### src/rtl/mm4_pkg.sv
// Shared types and constants for the 4x4 fixed-point matrix multiplier.
package mm4_pkg;

    localparam int ELEM_WIDTH = 32;
    localparam int FRAC_BITS  = 16;
    localparam int DIM        = 4;
    localparam int PORT_ELEM  = 32;
    localparam int TDATA_W    = 136;
    localparam int PROD_W     = 2 * ELEM_WIDTH;
    localparam int PAIR_W     = PROD_W + 1;
    localparam int SUM_W      = PROD_W + 2;
    localparam int SHIFT_W    = SUM_W - FRAC_BITS;

    localparam logic [1:0] ACT_LOAD_LEFT  = 2'd0;
    localparam logic [1:0] ACT_LOAD_RIGHT = 2'd1;
    localparam logic [1:0] ACT_MULTIPLY   = 2'd2;

    typedef logic signed [ELEM_WIDTH-1:0] elem_t;
    typedef logic signed [PROD_W-1:0]     prod_t;
    typedef logic signed [PAIR_W-1:0]     pair_t;
    typedef logic signed [SUM_W-1:0]      sum_t;
    typedef logic signed [SHIFT_W-1:0]    shift_t;
    typedef logic [1:0]                   col_t;

    typedef struct packed {
        logic en_left;
        logic en_right;
        col_t column;
    } store_wr_t;

    typedef struct packed {
        logic valid;
        col_t column;
        logic last;
    } lane_ctl_t;

endpackage

### src/rtl/mm4_merge.sv
// Merges the four lane sums: scale, saturate and register the result column.
module mm4_merge
    import mm4_pkg::*;
(
    input  logic               aclk,
    input  logic               aresetn,
    input  logic               adv,
    input  lane_ctl_t          ctl,
    input  sum_t               lane_sum [DIM],
    output logic               m_tvalid,
    output logic [TDATA_W-1:0] m_tdata,
    output logic               m_tlast
);

    localparam shift_t SAT_MAX = {{(SHIFT_W-ELEM_WIDTH+1){1'b0}}, {(ELEM_WIDTH-1){1'b1}}};
    localparam shift_t SAT_MIN = {{(SHIFT_W-ELEM_WIDTH+1){1'b1}}, {(ELEM_WIDTH-1){1'b0}}};

    logic               m_tvalid_reg;
    logic [TDATA_W-1:0] m_tdata_reg;
    logic [TDATA_W-1:0] m_tdata_next;
    logic               m_tlast_reg;
    shift_t             scaled [DIM];
    elem_t              sat    [DIM];

    always_comb begin
        m_tdata_next      = '0;
        m_tdata_next[1:0] = ctl.column;
        for (int j = 0; j < DIM; j++) begin
            scaled[j] = shift_t'(lane_sum[j] >>> FRAC_BITS);
            if (scaled[j] > SAT_MAX) begin
                sat[j] = elem_t'(SAT_MAX);
            end else if (scaled[j] < SAT_MIN) begin
                sat[j] = elem_t'(SAT_MIN);
            end else begin
                sat[j] = elem_t'(scaled[j]);
            end
            m_tdata_next[2 + PORT_ELEM*j +: PORT_ELEM] = PORT_ELEM'(sat[j]);
        end
    end

    always_ff @(posedge aclk) begin
        if (!aresetn) begin
            m_tvalid_reg <= 1'b0;
        end else if (adv) begin
            m_tvalid_reg <= ctl.valid;
        end
    end

    always_ff @(posedge aclk) begin
        if (adv) begin
            m_tdata_reg <= m_tdata_next;
            m_tlast_reg <= ctl.last;
        end
    end

    assign m_tvalid = m_tvalid_reg;
    assign m_tdata  = m_tdata_reg;
    assign m_tlast  = m_tlast_reg;

endmodule

### config.mk
export PLATFORM = sky130hd
export DESIGN_NAME = mm4_merge
export DESIGN_NICKNAME = d
export VERILOG_FILES = /design/src/rtl/mm4_pkg.sv /design/src/rtl/mm4_merge.sv
export SDC_FILE = /design/constraint.sdc
export NUM_CORES = 1
export LEC_CHECK = 0
export ABC_AREA = 0
export BUFFER_PORTS_ARGS = -buffer_cell sky130_fd_sc_hd__clkbuf_2
export CAP_MARGIN = 5
export CORE_AREA = 2 2 159 161
export DETAILED_ROUTE_END_ITERATION = 7
export DIE_AREA = 0 0 161 163
export PLACE_DENSITY = 0.6
export SLEW_MARGIN = 20
export SYNTH_ARGS = -nofsm -noshare
export SYNTH_HDL_FRONTEND = slang
export SYNTH_SLANG_ARGS = --single-unit
### constraint.sdc
create_clock -name aclk -period 3.2 [get_ports aclk]
set_clock_uncertainty 0.2 [all_clocks]
set_input_delay 0.32 -clock aclk [delete_from_list [all_inputs] [get_ports aclk]]
set_output_delay 0.32 -clock aclk [all_outputs]
set_load 0.005 [all_outputs]
Word-level counts from Yosys, hierarchy flattened
Cells that the tools add are included.
Widths: inputs -> output; s select.

storage, ports and cells
  register bits = 132
  bits in latches = 0
  RAM bits = 0
  ROM bits = 0
  memories kept = 0

operators by class
  add/subtract/negate cells = 0
  multiply operators = 0
  div/mod/pow operators = 0
  magnitude comparators = 8
  equal/unequal tests = 0
  shifts and indexed selects = 0
  mux-type cells = 4
  bitwise logic cells = 0
  reductions and logical operators = 0

operators by type and width
  operator              count
  $gt 50x32->1 const B  4
  $lt 50x32->1 const B  4
  $mux 32               4

Depth between registers and ports, before layout
  word-level depth = 2
  depth in mapped cells = 5
  mapped depth without buffers = 4

Worst setup path after synthesis
Ideal clock, no wire load.

  kind = in2reg
  from = in lane_sum[55] (netlist name)
  to = reg m_tdata_reg[100], in the netlist m_tdata[100] (data pin)
  library setup time = 0.254 ns
  arrival time = 1.199 ns
  setup slack = 1.547 ns
  stages = 5
  buffers on the path = 1
  cells stage by stage = nor4_1 and3_1 a31oi_1 clkbuf_1 a21o_1

on the way
  cells in the longest elaborated chain, start to end = 2

RTL lines
  what                    RTL line         source
  start: declaration      mm4_merge.sv:9   input sum_t lane_sum [DIM],
  $lt 50x32->1            mm4_merge.sv:32  end else if (scaled[j] < SAT_MIN) begin
  $mux 32                 mm4_merge.sv:32
  end signal: assignment  mm4_merge.sv:51  m_tdata_reg <= m_tdata_next;
  end: declaration        mm4_merge.sv:19  logic [TDATA_W-1:0] m_tdata_reg;

Parallel ways exist; a longest one is shown, timed or not.
A chain may end at the register's enable or synchronous reset.

Worst setup path in the final report
  from = in lane_sum[197] (netlist name)
  to = reg m_tdata_reg[54], in the netlist m_tdata[54] (data pin)

The elaborated chain is that of the path after synthesis.

==> out/qor.txt <==
Vias in the first global route -> 5030
Final Hold Vio Count -> 0
RR Endpoint -> m_tvalid
Worst-path fanout max -> 31
Adder-Cell Fraction of Synth Area -> 0%
Cells after DPL -> 998
Routed Antenna Nets -> 0
Die Height -> 163 um
Post-synth top cells -> edfxtp_1 (131), a21o_1 (120), clkbuf_1 (16), nand4_1 (16), nor4_1 (16)
HP Class -> in -> reg
Clock-pin slew on the worst setup and hold paths -> 0.06 ns
Mapped Cells -> 349
Slew @ Worst Pin -> 0.935 ns
Share of cells above drive strength 1 -> 47.5%
GRT Total Usage -> 12.8%
Count of different cell masters after synthesis -> 18
Switching share of power -> 23.4%
Root buf cell -> clkbuf_16
WP data required -> 3.27 ns
Max cap viols -> 0
DP Wirelength -> 11600 um
Post-synth top area cell -> edfxtp_1
Compound-gate portion of the synthesized area -> 18.8%
Clock network power share -> 42.4%
Post-synth EDFFs -> 131
Ports -> 409
PortBufs -> 338
Post-CTS Setup Repair Bufs -> 0
Worst hold path depth -> 3
Crit path launch -> lane_sum[197]
Post-synthesis register bit count -> 132
Syn Std Cell Area -> 5560 um^2
Ys flop type -> edfxtp_1
Drt total wl -> 17300 um
Slowest cell on crit path -> a31oi_4
Reg power frac -> 44.0%
R2r worst-path depth -> 2
Avg Cell Area, Syn -> 15.9 um^2
Startpoint types -> primary input
Die area -> 26200 um^2
Worst skew pair latency -> 0.40 ns
Async SR Flop Fraction -> 0%
# resized after CTS -> 0
Count leader, synth -> edfxtp_1
Critical path arrival -> 1.95 ns
Vias/cell -> 4.18
Period utilisation layout -> 58.6%
RSZ-0062 raised after global routing -> no
Max VDD drop -> 267 uV
DRC viols -> 0
Initial antenna violation count -> 1
Hold_sp -> ctl[3]
Drt pass-1 iters -> 4
Largest register FFs -> 130
Sequential cell area -> 3950 um^2
CP Cell Sequence -> dlygate4sd3_1, clkbuf_2, a31oi_4, a21o_1
Slew Viols, Final -> 0
Starting density of the core -> 22.5%
Yosys top cell area share -> 70.7%
CTS max path bufs -> 2
Tmin final -> 1.88 ns
Slowest stage delay, CP -> 0.75 ns
Reg2reg setup slack -> 2.41 ns
Worst r2r src -> m_tvalid
Switching power -> 1120 uW
GRT Residual Overflow -> 0
Core area -> 24700 um^2
Iteration-0 DRC Markers -> 281
CTS H-tree depth -> 4
Top cells by area, synth -> edfxtp_1 (71%), a21o_1 (16%), buf_6 (2.4%)
Status -> complete, no violations
Die Wd -> 161 um
Routability congestion estimate -> 0.781
Final setup fails -> 0
Vias -> 4862
Largest family of logic cells by synthesized area -> compound AO/OA/AOI/OAI gates
Leakage -> 0.00444 uW
Post-Synth Simple-Gate Area -> 5.51%
Crit path kind -> in -> reg
Area occupied by multi-input gates -> 1420 um^2
Post-synthesis sequential area ratio -> 71.1%
Setup TNS -> 0 ns
YS warnings -> 0
Largest net degree at the start of global routing -> 57
Clock sink total -> 132
Critical Path Sink Type -> flop
Nets -> 1089
Power density over cell area -> 504 nW/um^2
Fillers -> 2394
Core Rows -> 58
First-pass GRT wire length -> 26100 um
Combinational share of power -> 13.7%
Hold EP -> m_tvalid
XOR/XNOR Fraction of Synth Area -> 0%
Int Pwr -> 3670 uW
Post-route insts no fill -> 1162
Cts bufs inserted -> 17
Mux cell area share after synthesis -> 0.180%
Worst slew margin -> 37.7%
Layout area overhead -> 70.9%
Post-DR wirelength/cell -> 14.9 um
Max Fclk -> 0.533 GHz
CTS tree -> built
layout make-up:
| type | instances | share of cell area, % |
|---|---|---|
| clock inverters | 14 | 1.86 |
| clock buffers | 18 | 4.52 |
| multi-input cells | 188 | 14.9 |
| diodes | 1 | 0.0263 |
| flip-flops and latches | 132 | 41.6 |
| well taps | 330 | 4.34 |
| repair buffers | 479 | 32.7 |
timing repair:
item,CTS,global route
hold buffers,131,0
endpoints found under the hold margin,131,0
setup endpoints to repair,0,0
cell usage in the layout (no fill, tap or decap):
cell           count
diode_2            1
clkbuf_16         17
nand2_1            4
mux2i_1            1
clkbuf_2         337
a31oi_4            1
clkinvlp_4         2
inv_6              4
nor2b_1            1
dlygate4sd3_1    131
a21o_1           120
o31ai_4            4
clkinv_2           2
clkbuf_1           1
buf_6              1
nor4_1            16
buf_4              8
buf_12             2
dfxtp_1            1
conb_1             6
nand4_1           16
a21o_2             4
edfxtp_1         131
nor2_1             4
clkinv_4           3
or3_4              4
a31oi_2            3
bufinv_16          3
and3_1             4
cell families (layout without fill, tap and decap cells):
logic type / after synthesis / count (layout)
compound gates: 132 / 132
buf+inv: 34 / 511
flops: 132 / 132
mux: 1 / 1
other cells: 1 / 7
simple gates: 49 / 49
stage by stage:
stage	cell area, um^2	total power (uW)	setup slack, ns	hold WS (ns)	utilization [%]
after floorplan	5580	2320	1.55	0.219	-
after global placement	7580	2660	1.04	0.300	30.7
after detailed placement	7580	2670	1.08	0.301	30.7
after CTS	9500	4870	1.33	0.00357	38.5
after global routing	9500	5010	1.25	0.0187	38.5
final	9500	4790	1.32	0.0267	38.5
power by group through the flow:
| stage | clock (uW) | sequential [uW] | combinational (uW) |
|---|---|---|---|
| 5_1_grt | 2170 | 2120 | 713 |
| 2_1_floorplan | 0 | 2160 | 151 |
| 3_5_place_dp | 0 | 2140 | 528 |
| 3_3_place_gp | 0 | 2140 | 523 |
| 6_report | 2030 | 2110 | 654 |
| 4_1_cts | 2100 | 2110 | 661 |
worst max-delay path by stage:
stage | end | slack, ns | cells after the start
global route | m_tdata[51] | 1.25 | 4
floorplan | m_tdata[100] | 1.55 | 5
global placement | m_tdata[34] | 1.04 | 5
finish | m_tdata[54] | 1.32 | 4
detailed placement | m_tdata[34] | 1.08 | 5
CTS | m_tdata[54] | 1.33 | 4
routing by layer:
layer  global-route usage [%]  up-vias  part of all wire [%]
met5                        0        -                     0
met3                     4.13       34                   7.3
li1                         -     2314                     -
met4                     5.93        0                   3.2
met2                     23.3      235                    51
met1                     13.6     2279                    38
worst max-delay path: cells and delay by family:
family,cells,cell delay [ns]
buffers and inverters,2,0.70
AO/OA/AOI/OAI,2,0.90
Power figures use the tool's default switching activity.
