<file path="src/rtl/mm4_pkg.sv">
// Shared types and constants for the 4x4 fixed-point matrix multiplier.
package mm4_pkg;

    localparam int ELEM_WIDTH = 32;
    localparam int FRAC_BITS  = 16;
    localparam int DIM        = 4;
    localparam int PORT_ELEM  = 32;
    localparam int TDATA_W    = 136;
    localparam int PROD_W     = 2 * ELEM_WIDTH;
    localparam int PAIR_W     = PROD_W + 1;
    localparam int SUM_W      = PROD_W + 2;
    localparam int SHIFT_W    = SUM_W - FRAC_BITS;

    localparam logic [1:0] ACT_LOAD_LEFT  = 2'd0;
    localparam logic [1:0] ACT_LOAD_RIGHT = 2'd1;
    localparam logic [1:0] ACT_MULTIPLY   = 2'd2;

    typedef logic signed [ELEM_WIDTH-1:0] elem_t;
    typedef logic signed [PROD_W-1:0]     prod_t;
    typedef logic signed [PAIR_W-1:0]     pair_t;
    typedef logic signed [SUM_W-1:0]      sum_t;
    typedef logic signed [SHIFT_W-1:0]    shift_t;
    typedef logic [1:0]                   col_t;

    typedef struct packed {
        logic en_left;
        logic en_right;
        col_t column;
    } store_wr_t;

    typedef struct packed {
        logic valid;
        col_t column;
        logic last;
    } lane_ctl_t;

endpackage

</file>
<file path="src/rtl/mm4_store.sv">
// Left and right operand stores, column load, full left read and per-column right read.
module mm4_store
    import mm4_pkg::*;
(
    input  logic      aclk,
    input  logic      aresetn,
    input  store_wr_t wr,
    input  elem_t     wr_elem   [DIM],
    input  col_t      rd_column,
    output elem_t     left_rows [DIM][DIM],
    output elem_t     right_col [DIM]
);

    elem_t left_reg  [DIM*DIM];
    elem_t right_reg [DIM*DIM];

    always_ff @(posedge aclk) begin
        if (!aresetn) begin
            for (int i = 0; i < DIM*DIM; i++) begin
                left_reg[i]  <= '0;
                right_reg[i] <= '0;
            end
        end else begin
            for (int r = 0; r < DIM; r++) begin
                if (wr.en_left) begin
                    left_reg[{wr.column, 2'(r)}] <= wr_elem[r];
                end
                if (wr.en_right) begin
                    right_reg[{wr.column, 2'(r)}] <= wr_elem[r];
                end
            end
        end
    end

    always_comb begin
        for (int j = 0; j < DIM; j++) begin
            for (int k = 0; k < DIM; k++) begin
                left_rows[j][k] = left_reg[{2'(k), 2'(j)}];
            end
            right_col[j] = right_reg[{rd_column, 2'(j)}];
        end
    end

endmodule

</file>
<file path="config.mk">
export PLATFORM = sky130hd
export DESIGN_NAME = mm4_store
export DESIGN_NICKNAME = d
export VERILOG_FILES = /design/src/rtl/mm4_pkg.sv /design/src/rtl/mm4_store.sv
export SDC_FILE = /design/constraint.sdc
export NUM_CORES = 1
export LEC_CHECK = 0
export ABC_AREA = 1
export ABC_CLOCK_PERIOD_IN_PS = 12400
export BUFFER_PORTS_ARGS = -buffer_cell sky130_fd_sc_hd__buf_4
export CAP_MARGIN = 25
export CORE_AREA = 2 2 300 302
export DETAILED_ROUTE_END_ITERATION = 8
export DIE_AREA = 0 0 302 304
export MAX_ROUTING_LAYER = met4
export PLACE_DENSITY = 0.78
export SLEW_MARGIN = 0
export SYNTH_ARGS = -nofsm -noshare
export SYNTH_HDL_FRONTEND = slang
export SYNTH_SLANG_ARGS = --single-unit
</file>
<file path="constraint.sdc">
create_clock -name aclk -period 12.4 [get_ports aclk]
set_input_delay 1.24 -clock aclk [delete_from_list [all_inputs] [get_ports aclk]]
set_output_delay 1.24 -clock aclk [all_outputs]
set_load 0.01 [all_outputs]
</file>
# Word-level counts from Yosys, hierarchy flattened
# Memory sizes are Yosys's and may differ from the RTL's.
# Cells that the tools add are included.
# W data, S select, Z words.
word_totals:
  mem_bits_rw: 1024
  word_cells: 41
  memories: 2
  out_inout_bits: 640
  ff_bits: 0
op_classes:
  n_mux: 31
  reduce_logical: 8
memory_table:
  columns: ["memory", "words", "width", "read_ports", "rd_clocked_by_memory_dff", "write_ports", "line_no", "text"]
  rows:
  - ["left_reg", 16, 32, 16, 0, 16, "mm4_store.sv:14", "elem_t left_reg [DIM*DIM];"]
  - ["right_reg", 16, 32, 4, 0, 16, "mm4_store.sv:15", "elem_t right_reg [DIM*DIM];"]
ops:
  columns: ["op", "count"]
  rows:
  - ["$mux W32", 8]
  - ["$reduce_or A32 Y1", 8]
  - ["$mux W4", 8]
  - ["$mux W1", 15]

# Longest topological paths before layout
# Gate-level depths: netlist (run 1).
depth:
  word_depth: 5
  depth_mapped: 7
  depth_no_buf: 4

# Worst setup path before layout (run 1)
# OpenSTA, ideal clock, no wires.
synth_timing:
  path_type: "input-to-reg"
  from: "input aresetn"
  to: "memory right_reg[1][0] (netlist name) (enable)"
  slack_ps: 1019
  n_path_buf: 2
  t_arrival_ps: 10589
  path_stages: 4
  t_required_ps: 11608
  path_cell_list: "buf_4 nand2_4 buf_2 o21ai_0"
synth_rtl:
  columns: ["element", "line_no", "text"]
  rows:
  - ["start: declaration", "mm4_store.sv:6", "input logic aresetn,"]
  - ["end: declaration", "mm4_store.sv:15", null]

==> metrics.md, run 1 <==
| Metric | Value |
|---|---|
| Outcome | finished clean |
| H-tree levels | 3 |
| Leading post-synthesis cells by cell area | edfxtp_1 70%, nor3_1 5.9%, nand2_1 5.6% |
| CP top delay family | buffers and inverters |
| Worst EP arrival | about 3.7 ns |
| CORE AREA | a little under 0.09 sq mm |
| Drt first-iter violations | ~3000 |
| Die ar. | 0.0918 sq mm |
| Leak | 22.5 nW |
| Post-synthesis register bit count | ~1000 |
| Final WS setup | ~7.4 ns |
| CP bufs+invs | 4 |
| RSZ-0062 raised after global routing | no |
| Highest Signal Layer | met4 |
| CTS sink count | 1024 |
| Avg Vias per Cell | 5.37 |
| Pwr per Cell Area | about 150 mW/mm^2 |
| Seq/Total Area, Yosys | a little over two thirds |
| Final wirelength | around 130000 um |
| Top cells by instance count after synthesis | 1024 x edfxtp_1, 649 x nand2_1, 643 x inv_1 |
| Max Slew Vio Count | 0 |
| GRT Overall Usage | about 28% |
| Die X | ~300 um |
| Worst setup startpoint | rd_column[0] |
| Crit-path cells | buf_8 -> buf_4 -> buf_4 -> nand2_1 -> nand3_1 -> nand2_1 -> buf_4 |
| Vias | 31102 |
| Top-count cell post-synth | edfxtp_1 |
| Syn avg cell area | ~11 sq um |
| Final hold slack | around 0.98 ns |
| Peak supply drop | roughly 0.12 mV |
| Metal3 WL | ~12000 um |
| Critical path peak fanout | just over 70 |
| Ys Warns | 0 |
| First-pass GRT wire length | 187000 um |
| Post-Synthesis Cells | ~3900 |
| Largest stage delay, worst path | 0.76 ns |
| Vias in the first global route | ~31000 |
| Initial antenna violation count | 1 |
| Syn_nets | between 3000 and 4000 |
| Min-delay worst type | in -> reg |
| Design Area, Final | between 0.05 and 0.06 sq mm |
| Post-synth EDFFs | between 1000 and 1500 |
| Largest area contributor in the netlist | edfxtp_1 |
| Largest net degree at the start of global routing | between 150 and 200 |
| Crit path top cell by count | buf_4 |
| Layout cells sized above 1 | a little under a quarter |
| Post-route minimum period | between 4 and 5 ns |
| Residual overflow from global routing | 0 |
| Hold path start | wr_elem[111] |
| Initial Utilization | 49.1% |
| Final period util | between 40% and 50% |
| Post-CTS Setup Bufs | 0 |
| Startpoint types | primary input |
| Number of I/O pins | roughly 780 |
| CP Capture Type | output port |
| Nets | approximately 4700 |
| Routability Congestion | 0.813 |
| Die Ht | 304 um |
| Metal2 WL | about 63000 um |
| Pre-CTS WS | 7.09 ns |
| CTS resizes | 0 |
| Std-Cell Rows | 110 |
| Fillers | around 6900 |
| Setup_tns | 0 ns |
| Async SR Flop Fraction | 0% |
| Mean routed wirelength per cell | between 20 and 25 um |
| Critical Path RT | ~11 ns |
| Prevailing post-synth register cell | edfxtp_1 |
| Cts bufs inserted | between 100 and 150 |
| Port buffer count | ~780 |
| Final setup viols | 0 |
| Synth unique cells | 18 |
| Fmax | slightly above 200 MHz |
| Crit Path Class | in -> out |
| HPWL Detailed | about 74000 um |
| Post-Synthesis Cell Area | between 0.04 and 0.05 sq mm |
| Clock Tree Root | clkbuf_16 |
| Max Root-Sink Buffers | 3 |
| Max cap viols | 0 |
| Crit-path slowest cell | buf_4 |
| Drt first pass iters | 8 |
| Final ANT Viol Nets | 0 |
| Yosys top cell area share | 70.3% |
| Final Hold Viols | 0 |
| CTS tree | yes |
| Placement Cell Area | around 0.050 sq mm |
| Hold Buf Count CTS | 0 |
| CTS clk-pin slew, worst paths | 0.06 ns |
| DRT met1 WL | 46700 um |
| Worst-Margin Slew | 1.39 ns |
| Slew margin rel. | 7.17% |
| Area growth from synthesis to layout | 21.8% |
| DRC Markers | 0 |
==> metrics by stage <==
step	power, mW	instances	util [%]
floorplan	4.68	3863	-
finish	8.12	5797	59.8
CTS	8.15	5796	59.8
global placement	5.11	5599	56.1
global route	8.37	5796	59.8
detailed placement	5.13	5600	56.1
==> layout make-up <==
class,count,area [sq um],area share [%]
clock inverters,63,489,0.918
repair buffers,815,6190,11.6
well taps,1176,1470,2.76
flip-flops and latches,1024,30700,57.7
diodes,1,2.50,0.00470
inverters,647,2440,4.58
clock buffers,133,2800,5.25
multi-input cells,1938,9140,17.2
==> report_power, final <==
part           switching [mW]  internal, mW
Combinational           0.615         0.319
Clock                    1.35          1.70
Sequential             0.0684          4.06
==> layout by cell type, fill, tap and decap left out, types with 8 or more instances in the layout <==
| master | n |
|---|---|
| nor2_2 | 23 |
| nand2_1 | 641 |
| buf_4 | 808 |
| clkbuf_1 | 25 |
| clkinv_1 | 27 |
| clkinv_2 | 13 |
| inv_1 | 642 |
| inv_6 | 8 |
| nor3_1 | 512 |
| nand3_1 | 256 |
| nor2_4 | 90 |
| nand2_4 | 8 |
| nor2_1 | 400 |
| clkbuf_16 | 108 |
| edfxtp_1 | 1024 |
==> worst paths after layout <==
check                                      endpoint  depth (start not counted)
worst max-delay path                  right_col[28]                          7
worst min-delay path  left_reg[0][15]$_SDFFCE_PN0P_                          3
==> cells by family after synthesis <==
family / after synthesis / synth area share, %
DFF: 1024 / 70.3
and+or+nand+nor: 1934 / 20.5
AOI/OAI and AO/OA: 4 / 0.0457
buffers and inverters: 901 / 9.18
==> per-layer routing <==
| layer | track usage, % | vias up |
|---|---|---|
| met1 | 33.7 | 15149 |
| li1 | - | 14012 |
| met4 | 10.7 | 0 |
| met2 | 45.9 | 1660 |
| met3 | 5.14 | 281 |
| met5 | - | - |
Note: power is estimated with default switching activity, not from simulation.
==> run 2, diff against run 1 <==
--- a/config.mk
+++ b/config.mk
@@ -6,7 +6,7 @@
 export NUM_CORES = 1
 export LEC_CHECK = 0
 export ABC_AREA = 1
-export ABC_CLOCK_PERIOD_IN_PS = 12400
+export ABC_CLOCK_PERIOD_IN_PS = 5100
 export BUFFER_PORTS_ARGS = -buffer_cell sky130_fd_sc_hd__buf_4
 export CAP_MARGIN = 25
 export CORE_AREA = 2 2 300 302
==> constraint.sdc (replaced) <==
create_clock -name aclk -period 5.1 [get_ports aclk]
set_input_delay 0.51 -clock aclk [delete_from_list [all_inputs] [get_ports aclk]]
set_output_delay 0.51 -clock aclk [all_outputs]
set_load 0.01 [all_outputs]
==> run 2 against run 1 <==
Against the previous run: critical path depth up 1; first-iteration DRC count up 7.3%; sequential share of layout area down 0.29 points; wire length down 1.6%; die area unchanged; sequential power up 140%; via count down 0.48%.
==> metrics.md, run 2 (synthesized netlist as in run 1, its figures left out) <==
| Metric | Value |
|---|---|
| CTS sink count | 1024 (unchanged) |
| Outcome | finished clean |
| Ant diodes | 0 (-1) |
| First-pass GRT wire length | 186000 um (-0.86%) |
| Critical path peak fanout | 100 (+39%) |
| Most frequent cells in the layout | 1024 x edfxtp_1, 802 x buf_4, 642 x inv_1, 641 x nand2_1, 512 x nor3_1 |
| Vias | 30953 (-0.48%) |
| Routability Congestion | 0.813 (about the same) |
| Post-CTS Setup Bufs | 0 (unchanged) |
| Vias in the first global route | 31191 (-0.048%) |
| Slew margin rel. | 26.0% (+19 points) |
| Final period util | 62.1% |
| Final Hold Viols | 0 (unchanged) |
| CORE AREA | 0.0890 sq mm (unchanged) |
| GRT Overall Usage | 27.5% (-0.20 points) |
| Initial Utilization | 49.1% (unchanged) |
| Die X | 302 um (unchanged) |
| Max Slew Vio Count | 0 (unchanged) |
| Commonest non-fill, non-tap cell in the layout | edfxtp_1 |
| Die ar. | 0.0918 sq mm (unchanged) |
| RSZ-0062 raised after global routing | no |
| Area growth from synthesis to layout | 22.4% |
| Min-delay worst type | in -> reg |
| H-tree levels | 3 (unchanged) |
| Worst EP arrival | 2.66 ns (-1.06 ns) |
| Finished Core Util | 60.1% (+0.31 points) |
| CTS resizes | 0 (unchanged) |
| Initial antenna violation count | 1 (unchanged) |
| Largest net degree at the start of global routing | 185 (+11%) |
| Clock Tree Root | clkbuf_16 |
| Std-Cell Rows | 110 (unchanged) |
| Peak supply drop | 0.305 mV (+150%) |
| DRC Markers | 0 (unchanged) |
| CTS clk-pin slew, worst paths | 0.06 ns (about the same) |
| Max Root-Sink Buffers | 3 (unchanged) |
| Worst-Margin Slew | 1.11 ns (-0.282 ns) |
| Crit Path Class | in -> out |
| Drt first-iter violations | 3291 (+7.3%) |
| Die Ht | 304 um (unchanged) |
| Mean routed wirelength per cell | 21.3 um (-1.5%) |
| Number of I/O pins | 776 (unchanged) |
| HPWL Detailed | 73700 um (+0.26%) |
| Avg Vias per Cell | 5.34 (-0.39%) |
| Critical Path RT | 4.59 ns (-6.57 ns) |
| Post-route minimum period | 3.17 ns |
| Fmax | approximately 320 MHz |
| Pwr per Cell Area | 371 mW/mm^2 (+140%) |
| Final wirelength | 124000 um (-1.6%) |
| Layout cells sized above 1 | 23.9% (+0.26 points) |
| Final Power | 19.9 mW (+150%) |
| Drt first pass iters | 5 (-3) |
| Residual overflow from global routing | 0 (unchanged) |
| Leak | 22.6 nW (+0.69%) |
| Startpoint types | primary input |
| Final ANT Viol Nets | 0 (unchanged) |
| Port buffer count | 775 (unchanged) |
| CTS tree | yes |
| Hold Buf Count CTS | 0 (unchanged) |
| Final setup viols | 0 (unchanged) |
| Max cap viols | 0 (unchanged) |
| CP Capture Type | output port |
| Cts bufs inserted | 104 (-1.9%) |
| Nets | 4673 (+0.11%) |
run 2: cell count changes in the layout (fill, tap and decap cells not counted), sizes merged:
cell / before / now
clkinv: 45 / 44
inv: 654 / 655
buf: 815 / 822
diode: 1 / 0
bufinv: 5 / 12
clkbuf: 133 / 119
clkinvlp: 6 / 2
run 2: power by group:
part | switching (mW) | internal, mW
registers | 0.167 | 9.87
clock network | 3.23 | 4.34
logic | 1.49 | 0.794
run 2: final timing paths:
check | slack, ns | startpoint | end | cells past startpoint
worst max-delay path | 1.93 | rd_column[0] | right_col[44] | 8
worst min-delay path | 0.27 | wr_elem[73] | left_reg[1][9]$_SDFFCE_PN0P_ | 3
run 2: stage by stage:
step / setup TNS [ns] / area (sq um) / instances / hold slack, ns / setup slack, ns
floorplan: -1066.19 / 43800 / 3863 / 0.799 / -2.10
global route: 0 / 53600 / 5792 / 0.250 / 1.77
global placement: 0 / 50100 / 5603 / 0.916 / 1.54
finish: 0 / 53600 / 5792 / 0.272 / 1.93
CTS: 0 / 53600 / 5792 / 0.206 / 1.94
detailed placement: 0 / 50200 / 5607 / 0.917 / 1.51
run 2: area by class of cell:
cell class / count / area [sq um]
fillers: 6902 / 35500
flip-flops and latches: 1024 / 30700
multi-input cells: 1938 / 9140
repair buffers: 822 / 6430
clock buffers: 119 / 2660
inverters: 647 / 2440
well taps: 1176 / 1470
clock inverters: 66 / 664
run 2: critical path, cell delays in order:
cell and delay (ns):
buf_8 0.23, inv_8 0.49, buf_16 0.35, buf_4 0.43
nand2_1 0.09, nand3_1 0.08, nand2_1 0.12, buf_4 0.16
run 2: layer usage:
layer	part of all wire [%]	GRT usage, %	up-vias
met5	0	-	-
li1	-	-	14019
met1	37	33.5	15084
met2	50	45.4	1576
met4	3.8	11.4	0
met3	8.7	4.88	274
